==> src/hw/rtl/sust_pkg.sv <==
// sust_pkg: shared field widths, function and status codes and the sequencer state type
// for the sorted unique set table; no dependencies, compiled first
package sust_pkg;

  localparam int FUNC_W   = 3;
  localparam int DATA_W   = 32;
  localparam int POS_W    = 6;
  localparam int COUNT_W  = 7;
  localparam int STATUS_W = 2;

  // function codes carried in the request
  localparam logic [FUNC_W-1:0] FUNC_ADD    = 3'd0;
  localparam logic [FUNC_W-1:0] FUNC_REMOVE = 3'd1;
  localparam logic [FUNC_W-1:0] FUNC_TEST   = 3'd2;
  localparam logic [FUNC_W-1:0] FUNC_RANK   = 3'd3;
  localparam logic [FUNC_W-1:0] FUNC_CLEAR  = 3'd4;

  // status codes returned in the response
  localparam logic [STATUS_W-1:0] STATUS_OK    = 2'd0;
  localparam logic [STATUS_W-1:0] STATUS_RANGE = 2'd1;
  localparam logic [STATUS_W-1:0] STATUS_FULL  = 2'd2;

  typedef enum logic [2:0] {
    ST_IDLE,
    ST_START,
    ST_SEARCH,
    ST_RANK,
    ST_UP,
    ST_PUT,
    ST_DOWN,
    ST_RESP
  } state_e;

endpackage

==> src/hw/rtl/sust_req_if.sv <==
// sust_req_if: request channel of the sorted unique set table (valid, ready, payload)
// depends on sust_pkg for field widths
interface sust_req_if;
  logic                                  valid;
  logic                                  ready;
  logic        [sust_pkg::FUNC_W-1:0]    func;
  logic signed [sust_pkg::DATA_W-1:0]    value;
  logic        [sust_pkg::POS_W-1:0]     position;

  modport source (output valid, output func, output value, output position, input ready);
  modport sink   (input valid, input func, input value, input position, output ready);
endinterface

==> src/hw/rtl/sust_rsp_if.sv <==
// sust_rsp_if: response channel of the sorted unique set table (valid, ready, payload)
// depends on sust_pkg for field widths
interface sust_rsp_if;
  logic                                  valid;
  logic                                  ready;
  logic                                  hit;
  logic signed [sust_pkg::DATA_W-1:0]    item;
  logic        [sust_pkg::COUNT_W-1:0]   count;
  logic        [sust_pkg::STATUS_W-1:0]  status;

  modport source (output valid, output hit, output item, output count, output status,
                  input ready);
  modport sink   (input valid, input hit, input item, input count, input status,
                  output ready);
endinterface

==> src/hw/rtl/sust_store.sv <==
// sust_store: value memory of the set table, one write and one read port,
// read data registered; depends on sust_pkg for the data width
module sust_store #(
  parameter int DEPTH = 64,
  parameter int AW    = 6
) (
  input  logic                          clk_i,
  input  logic                          we_i,
  input  logic [AW-1:0]                 waddr_i,
  input  logic [sust_pkg::DATA_W-1:0]   wdata_i,
  input  logic [AW-1:0]                 raddr_i,
  output logic [sust_pkg::DATA_W-1:0]   rdata_o
);

  logic [sust_pkg::DATA_W-1:0] mem_q [DEPTH];
  logic [sust_pkg::DATA_W-1:0] rdata_q;

  always_ff @(posedge clk_i) begin
    if (we_i) begin
      mem_q[waddr_i] <= wdata_i;
    end
    rdata_q <= mem_q[raddr_i];
  end

  assign rdata_o = rdata_q;

endmodule

==> src/hw/rtl/sorted_unique_set_table.sv <==
// sorted_unique_set_table: bounded set of unique signed 32-bit values kept in ascending
// order in one memory; depends on sust_pkg, sust_req_if, sust_rsp_if and sust_store
//
// usage
// - req_i carries func, value and position; a transfer happens when valid and ready are
//   both high. ready is high only while the sequencer is idle, so one request is in work
//   at a time
// - rsp_o carries hit, item, count and status from an output register; a finished result
//   may wait there while the next request is already taken and worked on
// - add, remove and test scan the memory from rank 0, one entry per cycle, to the first
//   entry not below the value (lower bound); add then moves the tail up one entry per
//   cycle and writes the new value, remove moves the tail down one entry per cycle
// - clear, unused codes and rank reads finish without a scan; for test, remove and add the
//   time to the response grows with the stored count, since scan and tail move both go
//   through the single memory read port
// - the memory is not cleared: only entries below the count are used, so reset just
//   zeroes count, sequencer and output valid; the block takes requests right after reset
// - if the receiver stalls, the finished result waits in the sequencer until the output
//   register is free; nothing is dropped and no further request is taken meanwhile
module sorted_unique_set_table #(
  parameter int CAPACITY = 64
) (
  input  logic        clk_i,
  input  logic        rst_ni,
  sust_req_if.sink    req_i,
  sust_rsp_if.source  rsp_o
);

  localparam int AW = (CAPACITY > 1) ? $clog2(CAPACITY) : 1;
  localparam int CW = $clog2(CAPACITY + 1);
  localparam int PW = (CW > sust_pkg::POS_W) ? CW : sust_pkg::POS_W;

  sust_pkg::state_e state_q, state_d;
  sust_pkg::state_e after_search;

  // latched request
  logic [sust_pkg::FUNC_W-1:0] func_q;
  logic [sust_pkg::DATA_W-1:0] value_q;
  logic [sust_pkg::POS_W-1:0]  pos_q;

  // scan pointer, found rank and stored count
  logic [CW-1:0] ptr_q, ptr_d;
  logic [CW-1:0] idx_q, idx_d;
  logic [CW-1:0] count_q, count_d;

  // staged result
  logic                          hit_q, hit_d;
  logic [sust_pkg::DATA_W-1:0]   item_q, item_d;
  logic [sust_pkg::STATUS_W-1:0] status_q, status_d;

  // output register
  logic                          out_valid_q;
  logic                          out_hit_q;
  logic [sust_pkg::DATA_W-1:0]   out_item_q;
  logic [sust_pkg::COUNT_W-1:0]  out_count_q;
  logic [sust_pkg::STATUS_W-1:0] out_status_q;
  logic                          out_load;

  // memory port
  logic                        mem_we;
  logic [AW-1:0]               mem_waddr;
  logic [sust_pkg::DATA_W-1:0] mem_wdata;
  logic [AW-1:0]               mem_raddr;
  logic [sust_pkg::DATA_W-1:0] mem_rdata;

  logic          req_xfer;
  logic [CW-1:0] ptr_inc, ptr_dec, cnt_dec;
  logic [PW-1:0] pos_w, cnt_w;
  logic          full;
  logic          srch_ge, srch_done, srch_pres;
  logic [CW-1:0] srch_idx;

  sust_store #(
    .DEPTH (CAPACITY),
    .AW    (AW)
  ) u_store (
    .clk_i   (clk_i),
    .we_i    (mem_we),
    .waddr_i (mem_waddr),
    .wdata_i (mem_wdata),
    .raddr_i (mem_raddr),
    .rdata_o (mem_rdata)
  );

  assign req_i.ready = (state_q == sust_pkg::ST_IDLE);
  assign req_xfer    = req_i.valid && req_i.ready;

  assign ptr_inc = ptr_q + CW'(1);
  assign ptr_dec = ptr_q - CW'(1);
  assign cnt_dec = count_q - CW'(1);
  assign pos_w   = PW'(pos_q);
  assign cnt_w   = PW'(count_q);
  assign full    = (count_q == CW'(CAPACITY));

  // lower bound scan: rd data holds the entry at ptr_q while searching
  assign srch_ge   = (state_q == sust_pkg::ST_SEARCH) &&
                     ($signed(mem_rdata) >= $signed(value_q));
  assign srch_pres = srch_ge && (mem_rdata == value_q);
  assign srch_idx  = srch_ge ? ptr_q : count_q;
  assign srch_done = ((state_q == sust_pkg::ST_START) && (count_q == '0)) ||
                     ((state_q == sust_pkg::ST_SEARCH) && (srch_ge || (ptr_inc == count_q)));

  // where a finished search leads
  always_comb begin
    case (func_q)
      sust_pkg::FUNC_ADD: begin
        if (srch_pres || full) begin
          after_search = sust_pkg::ST_RESP;
        end else if (srch_idx == count_q) begin
          after_search = sust_pkg::ST_PUT;
        end else begin
          after_search = sust_pkg::ST_UP;
        end
      end
      sust_pkg::FUNC_REMOVE: begin
        if (!srch_pres || ((srch_idx + CW'(1)) == count_q)) begin
          after_search = sust_pkg::ST_RESP;
        end else begin
          after_search = sust_pkg::ST_DOWN;
        end
      end
      default: after_search = sust_pkg::ST_RESP;
    endcase
  end

  // next state
  always_comb begin
    state_d = state_q;
    case (state_q)
      sust_pkg::ST_IDLE: begin
        if (req_xfer) state_d = sust_pkg::ST_START;
      end
      sust_pkg::ST_START: begin
        case (func_q)
          sust_pkg::FUNC_ADD, sust_pkg::FUNC_REMOVE, sust_pkg::FUNC_TEST: begin
            state_d = (count_q == '0) ? after_search : sust_pkg::ST_SEARCH;
          end
          sust_pkg::FUNC_RANK: begin
            state_d = (pos_w < cnt_w) ? sust_pkg::ST_RANK : sust_pkg::ST_RESP;
          end
          default: state_d = sust_pkg::ST_RESP;
        endcase
      end
      sust_pkg::ST_SEARCH: begin
        if (srch_done) state_d = after_search;
      end
      sust_pkg::ST_RANK: state_d = sust_pkg::ST_RESP;
      sust_pkg::ST_UP: begin
        if (ptr_q == idx_q) state_d = sust_pkg::ST_PUT;
      end
      sust_pkg::ST_PUT: state_d = sust_pkg::ST_RESP;
      sust_pkg::ST_DOWN: begin
        if (ptr_inc == count_q) state_d = sust_pkg::ST_RESP;
      end
      sust_pkg::ST_RESP: begin
        if (out_load) state_d = sust_pkg::ST_IDLE;
      end
      default: state_d = sust_pkg::ST_IDLE;
    endcase
  end

  // memory port, pointers, count and result staging
  always_comb begin
    mem_we    = 1'b0;
    mem_waddr = ptr_q[AW-1:0];
    mem_wdata = mem_rdata;
    mem_raddr = '0;
    ptr_d     = ptr_q;
    idx_d     = idx_q;
    count_d   = count_q;
    hit_d     = hit_q;
    item_d    = item_q;
    status_d  = status_q;
    out_load  = 1'b0;

    case (state_q)
      sust_pkg::ST_START: begin
        hit_d    = 1'b0;
        item_d   = '0;
        status_d = sust_pkg::STATUS_OK;
        case (func_q)
          sust_pkg::FUNC_CLEAR: count_d = '0;
          sust_pkg::FUNC_RANK: begin
            if (pos_w < cnt_w) begin
              mem_raddr = pos_w[AW-1:0];
            end else begin
              status_d = sust_pkg::STATUS_RANGE;
            end
          end
          sust_pkg::FUNC_ADD, sust_pkg::FUNC_REMOVE, sust_pkg::FUNC_TEST: begin
            if (count_q != '0) begin
              // first scan read at rank 0
              mem_raddr = '0;
              ptr_d     = '0;
            end else begin
              // empty table: nothing present, insert point is rank 0
              idx_d = '0;
            end
          end
          default: ;
        endcase
      end
      sust_pkg::ST_SEARCH: begin
        if (srch_done) begin
          idx_d = srch_idx;
          case (func_q)
            sust_pkg::FUNC_TEST: hit_d = srch_pres;
            sust_pkg::FUNC_ADD: begin
              if (!srch_pres && full) begin
                status_d = sust_pkg::STATUS_FULL;
              end else if (!srch_pres && (srch_idx != count_q)) begin
                // start moving the tail up from the top entry
                mem_raddr = cnt_dec[AW-1:0];
                ptr_d     = cnt_dec;
              end
            end
            sust_pkg::FUNC_REMOVE: begin
              if (srch_pres) begin
                if ((srch_idx + CW'(1)) == count_q) begin
                  // removed the top entry, no move needed
                  count_d = cnt_dec;
                  hit_d   = 1'b1;
                end else begin
                  mem_raddr = ptr_inc[AW-1:0];
                  ptr_d     = ptr_inc;
                end
              end
            end
            default: ;
          endcase
        end else begin
          mem_raddr = ptr_inc[AW-1:0];
          ptr_d     = ptr_inc;
        end
      end
      sust_pkg::ST_RANK: begin
        item_d = mem_rdata;
        hit_d  = 1'b1;
      end
      sust_pkg::ST_UP: begin
        mem_we    = 1'b1;
        mem_waddr = ptr_inc[AW-1:0];
        if (ptr_q != idx_q) begin
          mem_raddr = ptr_dec[AW-1:0];
          ptr_d     = ptr_dec;
        end
      end
      sust_pkg::ST_PUT: begin
        mem_we    = 1'b1;
        mem_waddr = idx_q[AW-1:0];
        mem_wdata = value_q;
        count_d   = count_q + CW'(1);
        hit_d     = 1'b1;
      end
      sust_pkg::ST_DOWN: begin
        mem_we    = 1'b1;
        mem_waddr = ptr_dec[AW-1:0];
        if (ptr_inc == count_q) begin
          count_d = cnt_dec;
          hit_d   = 1'b1;
        end else begin
          mem_raddr = ptr_inc[AW-1:0];
          ptr_d     = ptr_inc;
        end
      end
      sust_pkg::ST_RESP: out_load = !out_valid_q || rsp_o.ready;
      default: ;
    endcase

    // empty-table remove/test completes straight from the start state, test with no hit
    if ((state_q == sust_pkg::ST_START) && srch_done && (func_q == sust_pkg::FUNC_TEST)) begin
      hit_d = 1'b0;
    end
  end

  // control registers
  always_ff @(posedge clk_i or negedge rst_ni) begin
    if (!rst_ni) begin
      state_q     <= sust_pkg::ST_IDLE;
      count_q     <= '0;
      out_valid_q <= 1'b0;
    end else begin
      state_q <= state_d;
      count_q <= count_d;
      if (out_load) begin
        out_valid_q <= 1'b1;
      end else if (rsp_o.ready) begin
        out_valid_q <= 1'b0;
      end
    end
  end

  // payload registers
  always_ff @(posedge clk_i) begin
    if (req_xfer) begin
      func_q  <= req_i.func;
      value_q <= req_i.value;
      pos_q   <= req_i.position;
    end
    ptr_q    <= ptr_d;
    idx_q    <= idx_d;
    hit_q    <= hit_d;
    item_q   <= item_d;
    status_q <= status_d;
    if (out_load) begin
      out_hit_q    <= hit_q;
      out_item_q   <= item_q;
      out_count_q  <= sust_pkg::COUNT_W'(count_q);
      out_status_q <= status_q;
    end
  end

  assign rsp_o.valid  = out_valid_q;
  assign rsp_o.hit    = out_hit_q;
  assign rsp_o.item   = out_item_q;
  assign rsp_o.count  = out_count_q;
  assign rsp_o.status = out_status_q;

`ifndef ASSERT_OFF
  a_count_bound: assert property (@(posedge clk_i) disable iff (!rst_ni)
    count_q <= CW'(CAPACITY))
    else $error("stored count above capacity");

  a_write_states: assert property (@(posedge clk_i) disable iff (!rst_ni)
    mem_we |-> (state_q == sust_pkg::ST_UP || state_q == sust_pkg::ST_PUT ||
                state_q == sust_pkg::ST_DOWN))
    else $error("memory written outside a move or insert");

  a_put_grows: assert property (@(posedge clk_i) disable iff (!rst_ni)
    (state_q == sust_pkg::ST_PUT) |=> (count_q == CW'($past(count_q) + CW'(1))))
    else $error("insert did not grow the count by one");

  a_resp_loads: assert property (@(posedge clk_i) disable iff (!rst_ni)
    out_load |=> (out_valid_q && state_q == sust_pkg::ST_IDLE))
    else $error("finished result not presented");
`endif

endmodule
==> src/flat_wrapper.sv <==
// flat-port wrapper written by rule: the top's interface ports become plain ports
module sorted_unique_set_table_flat 
#(
  parameter int CAPACITY = 64
)
  (clk_i, rst_ni, req_i_valid, req_i_func, req_i_value, req_i_position, req_i_ready, rsp_o_valid, rsp_o_hit, rsp_o_item, rsp_o_count, rsp_o_status, rsp_o_ready);
  sust_req_if req_i_i ();
  sust_rsp_if rsp_o_i ();
  input  logic clk_i;
  input  logic rst_ni;
  input wire logic [$bits(req_i_i.valid)-1:0] req_i_valid;
  input wire logic [$bits(req_i_i.func)-1:0] req_i_func;
  input wire logic [$bits(req_i_i.value)-1:0] req_i_value;
  input wire logic [$bits(req_i_i.position)-1:0] req_i_position;
  output wire logic [$bits(req_i_i.ready)-1:0] req_i_ready;
  output wire logic [$bits(rsp_o_i.valid)-1:0] rsp_o_valid;
  output wire logic [$bits(rsp_o_i.hit)-1:0] rsp_o_hit;
  output wire logic [$bits(rsp_o_i.item)-1:0] rsp_o_item;
  output wire logic [$bits(rsp_o_i.count)-1:0] rsp_o_count;
  output wire logic [$bits(rsp_o_i.status)-1:0] rsp_o_status;
  input wire logic [$bits(rsp_o_i.ready)-1:0] rsp_o_ready;
  assign req_i_i.valid = req_i_valid;
  assign req_i_i.func = req_i_func;
  assign req_i_i.value = req_i_value;
  assign req_i_i.position = req_i_position;
  assign req_i_ready = req_i_i.ready;
  assign rsp_o_valid = rsp_o_i.valid;
  assign rsp_o_hit = rsp_o_i.hit;
  assign rsp_o_item = rsp_o_i.item;
  assign rsp_o_count = rsp_o_i.count;
  assign rsp_o_status = rsp_o_i.status;
  assign rsp_o_i.ready = rsp_o_ready;
  sorted_unique_set_table #(.CAPACITY(CAPACITY)) u_core (.clk_i(clk_i), .rst_ni(rst_ni), .req_i(req_i_i), .rsp_o(rsp_o_i));
endmodule
==> config.mk <==
export PLATFORM = sky130hd
export DESIGN_NAME = sorted_unique_set_table_flat
export DESIGN_NICKNAME = d
export VERILOG_FILES = /design/src/hw/rtl/sust_pkg.sv /design/src/hw/rtl/sust_req_if.sv /design/src/hw/rtl/sust_rsp_if.sv /design/src/hw/rtl/sust_store.sv /design/src/hw/rtl/sorted_unique_set_table.sv /design/src/flat_wrapper.sv
export SDC_FILE = /design/constraint.sdc
export NUM_CORES = 2
export LEC_CHECK = 0
export BUFFER_PORTS_ARGS = -buffer_cell sky130_fd_sc_hd__buf_2
export CELL_PAD_IN_SITES_DETAIL_PLACEMENT = 0
export CELL_PAD_IN_SITES_GLOBAL_PLACEMENT = 1
export CORE_AREA = 2 2 605 487
export DETAILED_ROUTE_END_ITERATION = 8
export DIE_AREA = 0 0 607 489
export PLACE_DENSITY_LB_ADDON = 0.3
export SLEW_MARGIN = 20
export SYNTH_ARGS = -nofsm -noshare
export SYNTH_HDL_FRONTEND = slang
export SYNTH_HIERARCHICAL = 1
export SYNTH_SLANG_ARGS = --single-unit
==> constraint.sdc <==
create_clock -name clk_i -period 6.7 [get_ports clk_i]
set_input_delay 0 -clock clk_i [delete_from_list [all_inputs] [get_ports clk_i]]
set_output_delay 0 -clock clk_i [all_outputs]
set_load 0.02 [all_outputs]
Yosys cells after proc, flatten, opt, wreduce, memory -nomap -nowiden:

Memories as Yosys holds them, arrays and structs flattened. A register that Yosys moved wholly into a read port is not among the register bits.
Cells that the tools add are included.

* reduce and logical (&&, ||, !) cells: 35
* eq/ne operators: 43
* add/subtract/negate cells: 5
* $lt $le $gt $ge: 2
* muxes and demuxes: 68

Operators by type and width (count)
* 2-to-1 mux 7 bit: 19
* case mux 32 bit (2 select lines): 1
* case mux 7 bit (4 select lines): 2
* 2-to-1 mux 6 bit: 9
* == test 32 bit: 1
* >= comparator 32 bit: 1
* 2-to-1 mux 32 bit: 1
* == test 7 bit: 4
* case mux 7 bit (2 select lines): 2
* 2-to-1 mux 3 bit: 8
* case mux 6 bit (4 select lines): 1
* adder 7 x 1 -> 7 bit (second input constant): 3
* case mux 3 bit (7 select lines): 1
* inequality test 4 bit (second input constant): 5
* inequality test 2 bit (second input constant): 9
* case mux 6 bit (3 select lines): 1
* == test 3 bit (second input constant): 5
* inequality test 2 x 1 -> 1 bit (second input constant): 7
* inequality test 7 bit: 2
* subtractor 7 x 1 -> 7 bit (second input constant): 2
* 2-to-1 mux 1 bit: 13
* == test 3 x 2 -> 1 bit (second input constant): 4
* case mux 3 bit (2 select lines): 2
* case mux 6 bit (2 select lines): 1
* 24 further kinds: 49

* word-level logic and storage cells: 169
* RAM bits: 2048
* input bits: 45
* output and inout port bits: 44
* register bits: 143
* memories: 1

Memories
* u_core.u_store.mem_q: words 64, width 32, rd ports 1, clocked after Yosys merged registers in 1, wr ports 1, line sust_store.sv:15 `logic [sust_pkg::DATA_W-1:0] mem_q [DEPTH];`

Logic depth before layout (Yosys ltp):

* depth after elaboration: 11
* mapped depth: 28
* depth with buffers taken out: 22

Cells and area by module:

The synthesis kept the hierarchy.

Modules (own cells, without submodules)
* sust_store: area each 78885.7 µm², instances 1, cells each 3572, sequential area each 62139.6 µm²
* sorted_unique_set_table: area each 8062.7 µm², instances 1, cells each 761, sequential area each 4229.1 µm²

Least setup slack after synthesis:

No wires, ideal clock.

* kind: reg2reg
* start: register u_core/value_q[14] (netlist bit)
* end: register u_core.u_store.rdata_q, in the netlist u_core/u_store/rdata_o[0] (read register of u_core.u_store.mem_q)
* slack: 1074 ps
* arrival: 5511 ps
* path buffers: 4
* required time: 6584 ps
* setup time: 116 ps
* period minus slack after synthesis: 5626 ps
* stages on the path, launching flop included: 25
* path through: edfxtp_1 > inv_1 > ha_1 > a21oi_1 > nand2_1 > a221o_1 > o31a_1 > o211ai_1 > buf_2 > nand2_1 > o21ai_0 > ha_1 > nand3_1 > a2111oi_1 > o221ai_2 > a311oi_2 > a2bb2oi_1 > a221o_1 > buf_2 > buf_2 > clkbuf_1 > mux4_2 > a22oi_1 > nand4_1 > and3_1

* cells in the longest elaborated chain, start to end: 10
* elaborated cells between the ends (all ways): 21
* classes of those cells: add/sub: 1; order compare: 1; eq/ne: 3; mux: 8; reduce/logical: 8

RTL lines
* from (decl): line sorted_unique_set_table.sv:38 `logic [sust_pkg::DATA_W-1:0] value_q;`
* from (signal assigned): line sorted_unique_set_table.sv:297 `value_q <= req_i.value;`
* >= comparator 32 bit *: line sorted_unique_set_table.sv:97 `($signed(mem_rdata) >= $signed(value_q));`
* logical AND 1 bit *: line sorted_unique_set_table.sv:96 `assign srch_ge = (state_q == sust_pkg::ST_SEARCH) &&`
* 2-to-1 mux 7 bit *: line sorted_unique_set_table.sv:99 `assign srch_idx = srch_ge ? ptr_q : count_q;`
* via u_core.srch_idx[0]: line sorted_unique_set_table.sv:71 `logic [CW-1:0] srch_idx;`
* adder 7 x 1 -> 7 bit or inequality test 7 bit (tied branches): line sorted_unique_set_table.sv:219, sorted_unique_set_table.sv:211
* == test 7 bit or logical AND 1 bit (tied branches): line sorted_unique_set_table.sv:219, sorted_unique_set_table.sv:211
* 2-to-1 mux 6 bit (on tied branches): line sorted_unique_set_table.sv:219, sorted_unique_set_table.sv:211
* 2-to-1 mux 6 bit (on tied branches): line sorted_unique_set_table.sv:218, sorted_unique_set_table.sv:209
* case mux 6 bit (2 select lines) *: line sorted_unique_set_table.sv:206 `case (func_q)`
* 2-to-1 mux 6 bit *: line sorted_unique_set_table.sv:204 `if (srch_done) begin`
* case mux 6 bit (4 select lines) *: line sorted_unique_set_table.sv:176 `case (state_q)`
* via u_core.mem_raddr[1]: line sorted_unique_set_table.sv:63 `logic [AW-1:0] mem_raddr;`
* to (decl): line sust_store.sv:16 `logic [sust_pkg::DATA_W-1:0] rdata_q;`

Mark *: on every way through the listed nets, which the timed path passes. The rest lies on a longest branch.
A chain may end at the register's enable or synchronous reset.

Worst setup path in the final report:

* start: register u_core/value_q[10] (netlist bit)
* end: register u_core.u_store.rdata_q, in the netlist u_core/u_store/rdata_o[18] (read register of u_core.u_store.mem_q)

Same word-level chain as after synthesis.

==> results.toml <==
[clock_tree]
clk_latency_ns = 0.90
clk_pin_slew_ns = 0.06
cts-root-buf = "clkbuf_16"
cts_buffers = 225
tritoncts = "done"
clock-sinks = 2223
clockBufferDepth = 4
cts.htree.levels = 4

[floorplanning]
coreArea_um2 = 292000
die_area_um2 = 297000
pin_count = 89
die-width_um = 607
fp.dieH_um = 489
initial_core_util_pct = 29.8
rows = 178

[worst_hold_path]
hold_path.class = "in -> async"

[synthesis]
synth_top_cell_by_area = "edfxtp_1"
synth_seq_cells = 2223
synth_top_family_by_area = "multiplexers"
synthAdderAreaFrac_pct = 0.604
synth_top_cells_by_area = "edfxtp_1 75%, mux4_2 12%, mux2i_1 1.6%"
ys_seq_area_share_pct = 76.3
synth_warnings = 6
synthArstFlopShare_pct = 0.495
synth_cell_types = 79
synthSimpleGateAreaFrac_pct = 3.59
syn-num-nets = 4420
synth_edf_count = 2179
synth_xor_area_share_pct = 0.413
syn_avg_cell_area_um2 = 20.1
synth_top_area_share_pct = 75.3
synth_area_um2 = 86900
muxShareOfSynthArea_pct = 13.5
synthCells = 4333
synth_flop_cell = "edfxtp_1"
synth-compound-area-share_pct = 3.79

[setup_path]
crit_fanout = 19
cp.arrival_ns = 7.23
cp_top_family = "compound AO/OA/AOI/OAI gates"
crit_top_cell = "buf_12"
critPathBufInv = 6
slowest_stage = "mux4_2"
crit_type = "reg -> reg"
cpPeakStageDelay_ns = 0.55
end_kind = "flip-flop"
start_kind = "flip-flop"
crit_required_ns = 7.45

[placement]
port_buffers = 88
post-dp-hpwl_mm = 167
postPlaceCellArea_um2 = 96400
place_congestion = 0.834

[grt]
grt.overflow.total = 0
grt_first_pass_wirelength_mm = 368
grt_start_max_net_pins = 66
grt_usage_pct = 17.6
antenna_found_initial = 15
first_global_vias = 46100

[timing]
rsz0062_at_grt = "true"
drv_slew = 0
max_freq_ghz = 0.154
hold_viol_final = 0
tightest_slew_ns = 1.11
maxSlewHeadroom_pct = 25.8
whs_ns = 0.271
finalCritPeriodShare_pct = 96.6
fin_setup_tns_ns = 0
fin_crit_ns = 6.47
finClkSkew_ns = 0.0429
setup_viol = 0

[detailed_routing]
avgViaCountPerCell = 5.17
drt-total-wl_mm = 266
vias = 46700
first_pass_iters = 5
antenna_left = 0
wire_per_inst_um = 29.4
post-route-drc-count = 0
drt_iter0_drc = 5750

[final_layout]
stdcell_area_um2 = 105000
layout_common_cells = "2,179 x edfxtp_1, 446 x mux4_2, 415 x buf_4"
final_common_cell = "edfxtp_1"
multiInputGateArea_um2 = 20100
layout-drive-gt1-share_pct = 29.6
seq_area_um2 = 66400
syn_to_final_growth_pct = 20.3
layout.nets = 5058
fillers = 27000

[run_status]
run_status = "completed"

[job]
cap_violations = 0
cells in the mapped netlist (7+ instances only):
cell	number
o22a_1	7
nand2_1	159
nand3_1	90
nor3_1	25
edfxtp_1	2179
a31oi_1	24
buf_1	16
and2_1	17
nor2_1	124
a22oi_1	76
nor2b_1	34
dfrtp_1	11
clkbuf_1	142
buf_2	52
a221oi_1	10
buf_4	26
dfxtp_1	33
o21ai_0	90
buf_8	7
or4_1	7
xor2_1	21
a21oi_1	50
a211o_1	9
mux4_2	446
xnor2_1	20
and3_1	52
o21ai_1	11
nor3b_1	7
mux2_2	24
inv_1	53
o221ai_1	46
mux2i_1	139
a211oi_1	23
buf_6	16
a311oi_1	7
nand4_1	56
o22ai_1	80
ha_1	42
o41ai_1	7
nand2b_1	14
through the flow:
step	worst slack (ns)	util (%)	instances
after floorplan	1.07	-	4333
after global placement	-0.322	33.0	8521
after detailed placement	-0.231	33.0	8522
after CTS	0.0113	35.8	9022
after global routing	-0.0242	35.8	9024
final	0.226	35.8	9031
layout make-up:
type / instances / area share, %
timing repair buffer: 671 / 5.73
clock buffer: 270 / 5.64
tap: 3870 / 4.63
clock inverter: 140 / 1.12
sequential: 2223 / 63.5
multi-input combinational: 1793 / 19.2
antenna: 7 / 0.0168
inverter: 57 / 0.207
metal layers:
| layer | track usage (%) | routed length, um | vias to the layer above | share of wire [%] |
|---|---|---|---|---|
| li1 | - | - | 19300 | - |
| met1 | 27.1 | 124000 | 25300 | 47 |
| met2 | 25.9 | 116000 | 1860 | 44 |
| met3 | 3.12 | 21100 | 306 | 8.0 |
| met4 | 3.47 | 5000 | 0 | 1.9 |
| met5 | 0 | 0 | - | 0 |
worst paths after layout:
| kind | to | start | slack [ns] | depth (start not counted) |
|---|---|---|---|---|
| max | u_core/u_store/rdata_o[18] | u_core/value_q[10] | 0.23 | 27 |
| min | u_core/cnt_w[6] | rst_ni | 0.27 | 3 |
| max reg2reg | u_core/u_store/rdata_o[18] | u_core/value_q[10] | 0.23 | 27 |
| min reg2reg | u_core/rsp_o.item[30] | u_core/item_q[30] | 0.42 | 0 |
| max in group asynchronous | u_core/state_q[1] | rst_ni | 6.00 | 3 |
| min in group clk_i | u_core/pos_q[1] | req_i_position[1] | 0.39 | 3 |
registers in the layout, indices dropped and copies added (netlist names):
| signal | cells |
|---|---|
| u_core/u_store/mem_q | 2048 |
| u_core/item_q | 32 |
| u_core/rsp_o.item | 32 |
| u_core/u_store/rdata_o | 32 |
| u_core/value_q | 32 |
| u_core/cnt_w | 7 |
| u_core/idx_q | 7 |
| u_core/ptr_q | 7 |
| u_core/rsp_o.count | 7 |
| u_core/pos_q | 6 |
| u_core/func_q | 3 |
| u_core/state_q | 3 |
| u_core/rsp_o.status | 2 |
| u_core/status_q | 2 |
| u_core/hit_q | 1 |
| u_core/rsp_o.hit | 1 |
| u_core/rsp_o.valid | 1 |
tightest hold or removal path, stage by stage:
cell and delay [ns]:
dlygate4sd3_1 0.52, buf_2 0.13, dlygate4sd3_1 0.95
cell families after synthesis:
family / count (synthesis)
AO/OA/AOI/OAI: 482
AND/OR/NAND/NOR: 619
flip-flops: 2223
buffers and inverters: 317
XOR/XNOR: 41
adder cells (fa/ha/maj): 42
multiplexers: 609
what timing repair did:
action                                  in CTS  in global routing
buffers inserted                             2                  1
endpoints found under the setup margin       4                 27
gates resized for setup                      4                 24
gates cloned                                 0                  1
hold endpoints to repair                   116                  0
hold buffers                                88                  0
pin swaps                                    1                  5
Power is left out: the tool's default activity adds up to more than one toggle a clock period on the data nets, which glitch-free logic cannot reach.
